--- src/rla_pkg.sv ---
// shared types, codes and defaults of the lru register allocator
package rla_pkg;

    localparam int DEF_NUM_ENTRIES = 18;
    localparam int DEF_FIRST_REG   = 8;
    localparam int DEF_TAG_BITS    = 16;
    localparam int DEF_AGE_BITS    = 16;

    // widest index and tag any legal parameter set needs
    localparam int MAX_IDX_W = 5;
    localparam int MAX_TAG_W = 32;

    localparam int OP_W    = 2;
    localparam int TAG_W   = 16;
    localparam int REGNO_W = 5;

    localparam logic [OP_W-1:0] OP_ALLOC   = 2'd0;
    localparam logic [OP_W-1:0] OP_RELEASE = 2'd1;
    localparam logic [OP_W-1:0] OP_CLEAR   = 2'd2;

    typedef enum logic [2:0] {
        ST_IDLE,
        ST_SCAN,
        ST_OLDEST,
        ST_EVICT,
        ST_FINISH
    } t_state;

    // update request from the sequencer to the entry file
    typedef struct packed {
        logic                 release_all;
        logic                 clear_all;
        logic                 write;
        logic                 touch;
        logic [MAX_IDX_W-1:0] idx;
        logic [MAX_TAG_W-1:0] tag;
    } t_tbl_cmd;

endpackage

--- src/rla_entries.sv ---
// entry file: busy marks, tags, tag valid bits and ages with one read port
module rla_entries #(
    parameter int NUM_ENTRIES = rla_pkg::DEF_NUM_ENTRIES,
    parameter int TAG_BITS    = rla_pkg::DEF_TAG_BITS,
    parameter int AGE_BITS    = rla_pkg::DEF_AGE_BITS,
    localparam int IDX_W      = $clog2(NUM_ENTRIES)
) (
    input  logic                  i_clk,
    input  logic                  i_rst_n,
    input  rla_pkg::t_tbl_cmd     i_cmd,
    input  logic [IDX_W-1:0]      i_rd_idx,
    output logic                  o_rd_busy,
    output logic                  o_rd_valid,
    output logic [TAG_BITS-1:0]   o_rd_tag,
    output logic [AGE_BITS-1:0]   o_rd_age
);
    import rla_pkg::*;

    localparam logic [AGE_BITS-1:0] AGE_MAX = '1;

    logic [NUM_ENTRIES-1:0] r_busy;
    logic [NUM_ENTRIES-1:0] r_valid;
    logic [TAG_BITS-1:0]    r_tag [NUM_ENTRIES];
    logic [AGE_BITS-1:0]    r_age [NUM_ENTRIES];

    logic [IDX_W-1:0]    wr_idx;
    logic [TAG_BITS-1:0] wr_tag;

    assign wr_idx = i_cmd.idx[IDX_W-1:0];
    assign wr_tag = i_cmd.tag[TAG_BITS-1:0];

    assign o_rd_busy  = r_busy[i_rd_idx];
    assign o_rd_valid = r_valid[i_rd_idx];
    assign o_rd_tag   = r_tag[i_rd_idx];
    assign o_rd_age   = r_age[i_rd_idx];

    always_ff @(posedge i_clk) begin
        if (!i_rst_n || i_cmd.clear_all) begin
            r_busy  <= '0;
            r_valid <= '0;
            for (int i = 0; i < NUM_ENTRIES; i++) begin
                r_tag[i] <= '0;
                r_age[i] <= '0;
            end
        end else begin
            if (i_cmd.release_all) begin
                r_busy <= '0;
            end
            for (int i = 0; i < NUM_ENTRIES; i++) begin
                if (i_cmd.write && wr_idx == IDX_W'(i)) begin
                    r_busy[i]  <= 1'b1;
                    r_valid[i] <= 1'b1;
                    r_tag[i]   <= wr_tag;
                end
                // every allocation ages all entries, the chosen one restarts at zero
                if (i_cmd.touch) begin
                    if (wr_idx == IDX_W'(i)) begin
                        r_age[i] <= '0;
                    end else if (r_age[i] != AGE_MAX) begin
                        r_age[i] <= r_age[i] + 1'b1;
                    end
                end
            end
        end
    end

endmodule

--- src/register_lru_allocator_top.sv ---
// lru register allocator: sequencer, shared comparator and output register
//
//  channel  | valid    | stall    | payload
//  ---------+----------+----------+------------------------------------------------
//  request  | i_valid  | o_stall  | i_operation, i_var_tag
//  result   | o_valid  | i_stall  | o_reg_index, o_reused, o_spilled, o_spilled_tag
//
// release-all, clear-all and unknown codes pass from acceptance through the finish state.
// an allocate walks the entries one per cycle through a single shared comparator:
// a free entry or a tag hit ends the walk; a full table with no match adds a second
// pass over all entries for the oldest, then an evict state writes the chosen entry.
// one request is in flight at a time; a finished result may wait in the output
// register while the next request is accepted and worked on.
// synchronous reset clears all entries at once; the block is ready the cycle after.
module register_lru_allocator_top #(
    parameter int NUM_ENTRIES = rla_pkg::DEF_NUM_ENTRIES,
    parameter int FIRST_REG   = rla_pkg::DEF_FIRST_REG,
    parameter int TAG_BITS    = rla_pkg::DEF_TAG_BITS,
    parameter int AGE_BITS    = rla_pkg::DEF_AGE_BITS
) (
    input  logic                         i_clk,
    input  logic                         i_rst_n,
    input  logic                         i_valid,
    output logic                         o_stall,
    input  logic [rla_pkg::OP_W-1:0]     i_operation,
    input  logic [rla_pkg::TAG_W-1:0]    i_var_tag,
    output logic                         o_valid,
    input  logic                         i_stall,
    output logic [rla_pkg::REGNO_W-1:0]  o_reg_index,
    output logic                         o_reused,
    output logic                         o_spilled,
    output logic [rla_pkg::TAG_W-1:0]    o_spilled_tag
);
    import rla_pkg::*;

    localparam int IDX_W = $clog2(NUM_ENTRIES);
    localparam int CMP_W = (TAG_BITS > AGE_BITS) ? TAG_BITS : AGE_BITS;
    localparam logic [IDX_W-1:0] LAST = IDX_W'(NUM_ENTRIES - 1);

    t_state               r_state, n_state;
    logic [IDX_W-1:0]     r_idx, n_idx;
    logic [IDX_W-1:0]     r_chosen, n_chosen;
    logic [AGE_BITS-1:0]  r_best, n_best;
    logic [TAG_BITS-1:0]  r_tag, n_tag;
    logic [REGNO_W-1:0]   r_res_reg, n_res_reg;
    logic                 r_res_reused, n_res_reused;
    logic                 r_res_spilled, n_res_spilled;
    logic [TAG_W-1:0]     r_res_spill_tag, n_res_spill_tag;
    logic                 r_out_valid, n_out_valid;
    logic [REGNO_W-1:0]   r_out_reg, n_out_reg;
    logic                 r_out_reused, n_out_reused;
    logic                 r_out_spilled, n_out_spilled;
    logic [TAG_W-1:0]     r_out_spill_tag, n_out_spill_tag;

    t_tbl_cmd             cmd;
    logic [IDX_W-1:0]     rd_idx;
    logic                 rd_busy;
    logic                 rd_valid;
    logic [TAG_BITS-1:0]  rd_tag;
    logic [AGE_BITS-1:0]  rd_age;

    logic [CMP_W-1:0]     cmp_a;
    logic [CMP_W-1:0]     cmp_b;
    logic                 cmp_eq;
    logic                 cmp_gt;

    rla_entries #(
        .NUM_ENTRIES (NUM_ENTRIES),
        .TAG_BITS    (TAG_BITS),
        .AGE_BITS    (AGE_BITS)
    ) u_entries (
        .i_clk      (i_clk),
        .i_rst_n    (i_rst_n),
        .i_cmd      (cmd),
        .i_rd_idx   (rd_idx),
        .o_rd_busy  (rd_busy),
        .o_rd_valid (rd_valid),
        .o_rd_tag   (rd_tag),
        .o_rd_age   (rd_age)
    );

    assign rd_idx = (r_state == ST_EVICT) ? r_chosen : r_idx;

    // one comparator: tag match in the first pass, age order in the oldest pass
    assign cmp_a  = (r_state == ST_OLDEST) ? CMP_W'(rd_age) : CMP_W'(rd_tag);
    assign cmp_b  = (r_state == ST_OLDEST) ? CMP_W'(r_best) : CMP_W'(r_tag);
    assign cmp_eq = (cmp_a == cmp_b);
    assign cmp_gt = (cmp_a > cmp_b);

    always_ff @(posedge i_clk) begin
        if (!i_rst_n) begin
            r_state     <= ST_IDLE;
            r_out_valid <= 1'b0;
        end else begin
            r_state     <= n_state;
            r_out_valid <= n_out_valid;
        end
    end

    always_ff @(posedge i_clk) begin
        r_idx           <= n_idx;
        r_chosen        <= n_chosen;
        r_best          <= n_best;
        r_tag           <= n_tag;
        r_res_reg       <= n_res_reg;
        r_res_reused    <= n_res_reused;
        r_res_spilled   <= n_res_spilled;
        r_res_spill_tag <= n_res_spill_tag;
        r_out_reg       <= n_out_reg;
        r_out_reused    <= n_out_reused;
        r_out_spilled   <= n_out_spilled;
        r_out_spill_tag <= n_out_spill_tag;
    end

    always_comb begin
        n_state         = r_state;
        n_idx           = r_idx;
        n_chosen        = r_chosen;
        n_best          = r_best;
        n_tag           = r_tag;
        n_res_reg       = r_res_reg;
        n_res_reused    = r_res_reused;
        n_res_spilled   = r_res_spilled;
        n_res_spill_tag = r_res_spill_tag;
        n_out_valid     = r_out_valid;
        n_out_reg       = r_out_reg;
        n_out_reused    = r_out_reused;
        n_out_spilled   = r_out_spilled;
        n_out_spill_tag = r_out_spill_tag;
        cmd             = '0;
        o_stall         = (r_state != ST_IDLE);

        if (r_out_valid && !i_stall) begin
            n_out_valid = 1'b0;
        end

        unique case (r_state)
            ST_IDLE: begin
                if (i_valid) begin
                    n_tag           = TAG_BITS'(i_var_tag);
                    n_res_reg       = '0;
                    n_res_reused    = 1'b0;
                    n_res_spilled   = 1'b0;
                    n_res_spill_tag = '0;
                    n_idx           = '0;
                    n_state         = ST_FINISH;
                    unique case (i_operation)
                        OP_ALLOC:   n_state = ST_SCAN;
                        OP_RELEASE: cmd.release_all = 1'b1;
                        OP_CLEAR:   cmd.clear_all = 1'b1;
                        default:    ;
                    endcase
                end
            end
            ST_SCAN: begin
                // free test comes before the tag match for each entry
                if (!rd_busy) begin
                    cmd.write = 1'b1;
                    cmd.touch = 1'b1;
                    cmd.idx   = MAX_IDX_W'(r_idx);
                    cmd.tag   = MAX_TAG_W'(r_tag);
                    n_res_reg = REGNO_W'(FIRST_REG + 32'(r_idx));
                    n_state   = ST_FINISH;
                end else if (rd_valid && cmp_eq) begin
                    cmd.touch    = 1'b1;
                    cmd.idx      = MAX_IDX_W'(r_idx);
                    n_res_reg    = REGNO_W'(FIRST_REG + 32'(r_idx));
                    n_res_reused = 1'b1;
                    n_state      = ST_FINISH;
                end else if (r_idx == LAST) begin
                    n_idx    = '0;
                    n_best   = '0;
                    n_chosen = '0;
                    n_state  = ST_OLDEST;
                end else begin
                    n_idx = r_idx + 1'b1;
                end
            end
            ST_OLDEST: begin
                // strict compare keeps the lowest index on ties
                if (cmp_gt) begin
                    n_best   = rd_age;
                    n_chosen = r_idx;
                end
                if (r_idx == LAST) begin
                    n_state = ST_EVICT;
                end else begin
                    n_idx = r_idx + 1'b1;
                end
            end
            ST_EVICT: begin
                cmd.write       = 1'b1;
                cmd.touch       = 1'b1;
                cmd.idx         = MAX_IDX_W'(r_chosen);
                cmd.tag         = MAX_TAG_W'(r_tag);
                n_res_reg       = REGNO_W'(FIRST_REG + 32'(r_chosen));
                n_res_spilled   = 1'b1;
                n_res_spill_tag = TAG_W'(rd_tag);
                n_state         = ST_FINISH;
            end
            ST_FINISH: begin
                if (!r_out_valid || !i_stall) begin
                    n_out_valid     = 1'b1;
                    n_out_reg       = r_res_reg;
                    n_out_reused    = r_res_reused;
                    n_out_spilled   = r_res_spilled;
                    n_out_spill_tag = r_res_spill_tag;
                    n_state         = ST_IDLE;
                end
            end
            default: n_state = ST_IDLE;
        endcase
    end

    assign o_valid       = r_out_valid;
    assign o_reg_index   = r_out_reg;
    assign o_reused      = r_out_reused;
    assign o_spilled     = r_out_spilled;
    assign o_spilled_tag = r_out_spill_tag;

    a_spill_not_reuse: assert property (@(posedge i_clk) disable iff (!i_rst_n)
        o_valid |-> !(o_spilled && o_reused))
        else $error("result marked both spilled and reused");

    a_spill_tag_zero: assert property (@(posedge i_clk) disable iff (!i_rst_n)
        (o_valid && !o_spilled) |-> (o_spilled_tag == '0))
        else $error("spill tag set without a spill");

    a_evict_busy: assert property (@(posedge i_clk) disable iff (!i_rst_n)
        (r_state == ST_EVICT) |-> rd_busy)
        else $error("eviction picked an entry that is not in use");

    a_finish_hold: assert property (@(posedge i_clk) disable iff (!i_rst_n)
        (r_state == ST_FINISH && r_out_valid && i_stall) |=> (r_state == ST_FINISH))
        else $error("pending result dropped while output stalled");

    a_idx_range: assert property (@(posedge i_clk) disable iff (!i_rst_n)
        (r_state == ST_SCAN || r_state == ST_OLDEST) |-> (r_idx <= LAST))
        else $error("scan index beyond last entry");

endmodule

--- config.mk ---
export PLATFORM = sky130hd
export DESIGN_NAME = register_lru_allocator_top
export DESIGN_NICKNAME = d
export VERILOG_FILES = /design/src/rla_pkg.sv /design/src/rla_entries.sv /design/src/register_lru_allocator_top.sv
export SDC_FILE = /design/constraint.sdc
export NUM_CORES = 1
export LEC_CHECK = 0
export BUFFER_PORTS_ARGS = -buffer_cell sky130_fd_sc_hd__buf_4
export CAP_MARGIN = 20
export CORE_UTILIZATION = 45
export CTS_CLUSTER_DIAMETER = 40
export DETAILED_ROUTE_END_ITERATION = 7
export GPL_TIMING_DRIVEN = 0
export MAX_ROUTING_LAYER = met4
export SYNTH_ARGS = -nofsm -noshare
export SYNTH_HDL_FRONTEND = slang
export SYNTH_SLANG_ARGS = --single-unit
--- constraint.sdc ---
create_clock -name i_clk -period 10.2 [get_ports i_clk]
set_clock_uncertainty 0.05 [all_clocks]
set_input_delay 1.02 -clock i_clk [delete_from_list [all_inputs] [get_ports i_clk]]
set_output_delay 1.02 -clock i_clk [all_outputs]
set_load 0.02 [all_outputs]
==> results of run 1 <==
==> repair_timing <==
item | CTS | global route
setup endpoints to repair | 0 | 164
resized for setup | 0 | 0
hold endpoints to repair | 0 | 0
==> layout make-up <==
class,count,area [um2]
Fill cell,6956,38430
Sequential cell,704,20740
Multi-Input combinational cell,2220,15430
Clock buffer,132,3090
Tap cell,1070,1339
Buffer,256,1079
Clock inverter,94,1032
Timing Repair Buffer,79,779.5
Inverter,50,187.7
==> power by group <==
part / internal, mW / switching (mW)
Sequential: 3.32 / 0.131
Clock: 2.58 / 1.53
Combinational: 0.258 / 0.508
==> per-layer routing <==
metal / share of wire / global-route usage / up-vias
met4: 0.033 / 0.1043 / 0
met2: 0.44 / 0.4665 / 1845
met5: 0 / - / -
met1: 0.42 / 0.4577 / 14876
li1: - / - / 12736
met3: 0.11 / 0.06457 / 267
==> layout by cell type, fill, tap and decap left out, types with 16 or more instances in the layout <==
master and count:
a2111oi_0 16, a211oi_1 65, a21o_1 19, a21oi_1 159, a31oi_1 19, and2_1 39
and3_1 89, buf_1 26, buf_2 55, buf_4 56, buf_8 19, clkbuf_1 176
clkbuf_16 122, clkinv_1 33, clkinv_4 19, dfxtp_1 40, edfxtp_1 664, ha_1 36
inv_1 32, mux4_2 130, nand2_1 360, nand3_1 194, nand4_1 29, nor2_1 160
nor3_1 319, nor4_1 76, o21ai_0 29, o21ai_1 21, o22ai_1 31, xnor2_1 137
xor2_1 119
==> cell usage after synthesis, types with 12 or more instances <==
cell | instances | area (um2)
edfxtp_1 | 664 | 19940
nand2_1 | 360 | 1351
nor3_1 | 319 | 1597
nand3_1 | 194 | 970.9
clkbuf_1 | 167 | 626.9
a21oi_1 | 162 | 810.8
nor2_1 | 160 | 600.6
xnor2_1 | 137 | 1200
mux4_2 | 130 | 2928
xor2_1 | 119 | 1042
and3_1 | 89 | 556.8
nor4_1 | 76 | 475.5
a211oi_1 | 65 | 488.0
buf_2 | 54 | 270.3
o21ai_0 | 44 | 220.2
dfxtp_1 | 40 | 800.8
and2_1 | 39 | 244.0
ha_1 | 36 | 450.4
inv_1 | 32 | 120.1
o22ai_1 | 31 | 193.9
nand4_1 | 29 | 181.4
buf_1 | 27 | 101.4
a21o_1 | 19 | 142.6
a31oi_1 | 19 | 118.9
o21ai_1 | 18 | 90.09
clkinv_1 | 17 | 63.81
a2111oi_0 | 16 | 140.1
mux2i_1 | 13 | 130.1
a221oi_1 | 12 | 105.1
==> cell families (layout without fill, tap and decap cells) <==
kind of cell,Yosys count,after routing
AND/OR/NAND/NOR,1310,1310
flip-flops,704,704
AO/OA/AOI/OAI,472,472
buffers and inverters,308,611
XOR/XNOR,256,256
multiplexers,146,146
adder cells (fa/ha/maj),36,36
==> worst register-to-register path, delay by kind of cell, from the launching register on <==
| family | cells | cell delay [ns] |
|---|---|---|
| AND/OR/NAND/NOR | 6 | 1.49 |
| AO/OA/AOI/OAI | 7 | 2.87 |
| adder cells (fa/ha/maj) | 1 | 0.29 |
| multiplexers | 2 | 1.04 |
| flip-flops | 1 | 0.30 |
| buffers and inverters | 8 | 3.59 |
==> worst max-delay path by stage <==
| stage | cells after the start | end | start |
|---|---|---|---|
| after floorplan | 27 | u_entries.r_age[0][0] | r_state[0] |
| final | 24 | u_entries.r_age[9][5] | r_state[0] |
| after global routing | 24 | u_entries.r_age[9][5] | r_state[0] |
| after CTS | 24 | u_entries.r_age[9][12] | r_chosen[1] |
| after detailed placement | 24 | u_entries.r_age[9][3] | r_chosen[1] |
| after global placement | 25 | u_entries.r_age[0][11] | r_chosen[1] |
==> metrics by stage <==
step / setup TNS [ns] / worst slack (ns) / power [mW] / utilization / cells
floorplan: 0 / 2.395 / 3.887 / - / 3232
global placement: -354.60 / -1.518 / 4.211 / 0.4747 / 4348
detailed placement: 0 / 0.08712 / 4.243 / 0.4815 / 4378
CTS: 0 / 0.06038 / 8.326 / 0.5317 / 4604
global route: 0 / 0.09329 / 8.528 / 0.5320 / 4605
finish: 0 / 0.3154 / 8.331 / 0.5320 / 4605
==> results.py, run 1 <==
metrics = {
    "worst_hold_path": {
        "holdPathEnd": "o_spilled_tag[5]",
        "hold_depth": 0,
        "min_path_type": "flip-flop to flip-flop",
        "min_from": "r_res_spill_tag[5]",
    },
    "timing": {
        "period_minus_slack_ns": 9.885,
        "slew_viol_final": 0,
        "setup_viol": 0,
        "rsz0062_at_grt": "false",
        "slew_headroom": 0.2030,
        "hold_violations": 0,
        "hold_ws_ns": 0.3679,
        "worst_pin_slew_ns": 1.195,
        "min_period_over_period": 0.9691,
        "fmax_ghz": 0.1012,
    },
    "worst_setup_path": {
        "cp_num_buf_inv": 8,
        "path_delay_family": "buffers and inverters",
        "cp.arrival_ns": 10.25,
        "path_max_fanout": 19,
        "cp.required_ns": 10.57,
        "worstRegToRegCells": 24,
        "setup.worst_path.class": "flip-flop to flip-flop",
        "crit_top_cell": "buf_2",
        "cp-end-kind": "flip-flop",
        "r2r_slack_ns": 0.32,
        "slowest_stage": "o22ai_1",
        "critPathLaunchType": "flip-flop",
        "reg2reg_to": "u_entries.r_age[9][5]",
        "max_stage_delay_ns": 0.94,
        "path_cells": "buf_2 > nand3b_4 > inv_2 > mux2i_4 > buf_2 > buf_2 > buf_1 > mux4_2 > o22ai_1 > a21oi_1 > a21o_1 > ha_1 > and3_1 > nand3_1 > or4_1 > clkbuf_1 > nor3_1 > a22oi_1 > nand2_1 > o21ai_1 > o22ai_1 > clkbuf_1 > o211ai_1 > buf_4",
        "crit-reg2reg-launch": "r_state[0]",
    },
    "routing": {
        "dr.pass1.iters": 7,
        "vias_per_cell": 6.455,
        "wl_per_cell_um": 28.77,
        "drc": 0,
        "ant_nets": 0,
        "vias": 29724,
        "first_iter_violations": 4410,
        "wirelength_um": 132500,
    },
    "layout": {
        "nets": 3489,
        "area_growth_pct": 17.12,
        "layout-drive-gt1-share": 0.1477,
        "antenna_cells": 0,
        "reg_top3": "u_entries.r_age: 288 flops, u_entries.r_tag: 288 flops",
        "finalInstanceArea_um2": 43680,
    },
    "floorplanning": {
        "boundaryPins": 47,
        "std_cell_rows": 105,
        "start_util": 0.4542,
        "die_area_um2": 84040,
        "die_h_um": 289.9,
        "die_w_um": 289.9,
        "core_um2": 82110,
    },
    "global_routing": {
        "grt_first_pass_wirelength_um": 194600,
        "antenna_found_initial": 0,
        "grtUsageTotal": 0.3233,
        "grt_max_degree": 22,
        "grt_pass1_vias": 28449,
        "overflow": 0,
    },
    "cts": {
        "hold_buffers": 0,
        "h-tree-depth": 3,
        "cts_num_sinks": 704,
        "cts-root-buf": "clkbuf_16",
        "post-cts-setup-buffers": 0,
        "clkLatencyLatePin_ns": 0.70,
        "clkTransAtPathRegs_ns": 0.06,
        "clockBufferDepth": 3,
        "cts_tree": "yes",
        "numCtsBuffers": 120,
    },
    "yosys": {
        "synth_compound_area_frac": 0.08494,
        "syn_area_um2": 37300,
        "yosysUniqueCellTypes": 79,
        "synth_warnings": 0,
        "synth-main-ff-cell": "edfxtp_1",
        "synth_top_family_by_area": "simple AND/OR/NAND/NOR gates",
        "syn_avg_cell_area_um2": 11.54,
        "muxShareOfSynthArea": 0.08336,
        "synth-edff-count": 664,
        "synth_xor_area_frac": 0.06012,
        "synth-simple-area-share": 0.1693,
        "ys_ff_latch": 704,
        "synthAdderAreaFrac": 0.01208,
        "async_flop_share": 0,
        "synth_cells": 3232,
        "syn_nets": 3290,
        "synth_seq_area_share": 0.5561,
    },
    "placed_design": {
        "hpwlAfterDp_um": 98570,
        "dpl_cell_area_um2": 39540,
        "port_buffers": 46,
        "gp_congestion": 1.014,
    },
    "pwr": {
        "p_per_area_nw_per_um2": 190.7,
        "cellLeakagePower_nw": 14.99,
        "peakVddDrop_uv": 136.5,
    },
    "job": {
        "maxCapViolCount": 0,
    },
    "run_status": {
        "status": "finished clean",
    },
}
Note: power is estimated with default switching activity, not from simulation.
==> inputs of run 2 (changes only) <==
--- a/config.mk
+++ b/config.mk
@@ -12,6 +12,7 @@
 export DETAILED_ROUTE_END_ITERATION = 7
 export GPL_TIMING_DRIVEN = 0
 export MAX_ROUTING_LAYER = met4
+export REMOVE_ABC_BUFFERS = 1
 export SYNTH_ARGS = -nofsm -noshare
 export SYNTH_HDL_FRONTEND = slang
 export SYNTH_SLANG_ARGS = --single-unit
==> run 2 against run 1 <==
Utilization is 0.078 points higher. Via count is 6.6% lower. Count of clock-buffer cells in the layout is 14 lower. Non-clock buffer count is 198 lower. Largest cell class unchanged. Largest power group unchanged.
==> results.py, run 2 (synthesis results as in run 1) <==
metrics = {
    "floorplanning": {
        "start_util": 0.4542,
        "die_h_um": 289.9,
        "boundaryPins": 47,
        "core_um2": 82110,
        "die_w_um": 289.9,
        "die_area_um2": 84040,
        "std_cell_rows": 105,
    },
    "worst_setup_path": {
        "cp.arrival_ns": 9.96,
        "cp.required_ns": 10.44,
        "setup.worst_path.class": "flip-flop to flip-flop",
        "critPathLaunchType": "flip-flop",
        "cp-end-kind": "flip-flop",
        "path_max_fanout": 30,
    },
    "timing": {
        "fmax_ghz": 0.1028,
        "slew_headroom": 0.2303,
        "slew_viol_final": 0,
        "period_minus_slack_ns": 9.725,
        "hold_violations": 0,
        "setup_viol": 0,
        "rsz0062_at_grt": "false",
        "worst_pin_slew_ns": 1.143,
        "min_period_over_period": 0.9534,
    },
    "routing": {
        "first_iter_violations": 3342,
        "drc": 0,
        "wirelength_um": 111500,
        "dr.pass1.iters": 6,
        "ant_nets": 0,
        "vias": 27749,
        "vias_per_cell": 6.325,
        "wl_per_cell_um": 25.42,
    },
    "cts": {
        "h-tree-depth": 3,
        "cts_tree": "yes",
        "post-cts-setup-buffers": 0,
        "numCtsBuffers": 107,
        "clkTransAtPathRegs_ns": 0.06,
        "hold_buffers": 0,
        "clockBufferDepth": 3,
        "cts-root-buf": "clkbuf_16",
        "clkLatencyLatePin_ns": 0.69,
        "cts_resized": 0,
        "cts_num_sinks": 704,
    },
    "layout": {
        "nets": 3278,
        "layout_commonest_cell": "edfxtp_1",
        "instances_no_fill": 4387,
        "final_cell_mix": "edfxtp_1, nand2_1, nor3_1, nand3_1, nor2_1",
        "reg_top3": "u_entries.r_age: 288 flops, u_entries.r_tag: 288 flops",
        "layout-drive-gt1-share": 0.1605,
        "area_growth_pct": 17.29,
        "finalInstanceArea_um2": 43750,
    },
    "placed_design": {
        "hpwlAfterDp_um": 76260,
        "gp_congestion": 0.9729,
        "port_buffers": 46,
        "place_inst": 4175,
        "dpl_cell_area_um2": 39800,
    },
    "pwr": {
        "sequentialPowerShare": 0.428,
        "pwr-share-comb": 0.089,
        "peakVddDrop_uv": 122.1,
        "switchingPower_mw": 2.033,
        "cellLeakagePower_nw": 14.97,
        "pwr-share-clk": 0.483,
        "sw_frac_of_total": 0.2520,
        "p_per_area_nw_per_um2": 184.4,
        "p_int_mw": 6.034,
    },
    "global_routing": {
        "antenna_found_initial": 5,
        "grt_first_pass_wirelength_um": 167000,
        "overflow": 0,
        "grt_pass1_vias": 26716,
        "grt_max_degree": 61,
        "grtUsageTotal": 0.2690,
    },
    "job": {
        "maxCapViolCount": 0,
    },
    "run_status": {
        "status": "finished clean",
    },
    "worst_hold_path": {
        "min_path_type": "flip-flop to flip-flop",
    },
}
-- run 2: worst max-delay path, stage by stage, from the launching register on --
cell and delay, ns:
dfxtp_1 0.77, nand3b_4 0.38, inv_2 0.61, mux2i_4 0.80, buf_12 0.28, buf_16 0.20
buf_12 0.20, mux4_2 0.57, nand2_1 0.10, nand3_1 0.21, a31oi_1 0.51, a21oi_1 0.14
ha_1 0.31, and3_1 0.19, nand3_1 0.11, or4_1 0.71, nor2_1 0.20, a22oi_1 0.17
and2_2 0.44, a2111o_1 0.74, a221oi_4 0.90, or3_1 0.68
-- run 2: worst paths after layout --
| path | cells after the start | start | slack, ns | to |
|---|---|---|---|---|
| setup / recovery | 21 | r_state[0] | 0.48 | u_entries.r_age[14][8] |
| hold / removal | 0 | r_res_spill_tag[12] | 0.37 | o_spilled_tag[12] |
| setup reg to reg | 21 | r_state[0] | 0.48 | u_entries.r_age[14][8] |
| hold reg to reg | 0 | r_res_spill_tag[12] | 0.37 | o_spilled_tag[12] |
-- run 2: final cells by class --
| type | count | area, um2 |
|---|---|---|
| clock buffer | 118 | 2791 |
| antenna | 3 | 7.507 |
| multi-input combinational | 2220 | 15700 |
| timing repair buffer | 137 | 1904 |
| clock inverter | 85 | 1074 |
| fill | 6772 | 38360 |
| tap | 1070 | 1339 |
| sequential | 704 | 20740 |
| inverter | 50 | 187.7 |
-- run 2: stage by stage --
stage,power [mW],TNS [ns],setup WS [ns],hold WS (ns),utilization
final,8.068,0,0.4753,0.3678,0.5328
after global placement,4.165,-9263.49,-12.86,0.3604,0.4615
after global routing,8.272,0,0.07611,0.3727,0.5328
after CTS,8.093,0,0.1250,0.3704,0.5318
after floorplan,3.884,-1023.29,-2.314,0.3503,-
after detailed placement,4.214,0,0.1435,0.3563,0.4847
-- run 2: power by group through the flow --
stage	Clock [mW]	Sequential, mW	Combinational [mW]
after global placement	0	3.50	0.662
final	3.90	3.45	0.721
after floorplan	0	3.46	0.424
after global routing	4.05	3.46	0.761
after CTS	3.93	3.45	0.716
after detailed placement	0	3.50	0.711
-- run 2: routing by layer --
layer  vias to the layer above  global-route usage  part of all wire
li1                      12304                   -                 -
met5                         -                   -                 0
met4                         0             0.09328             0.032
met2                      1383              0.4119              0.47
met1                     13845              0.3619              0.41
met3                       217             0.04726             0.089
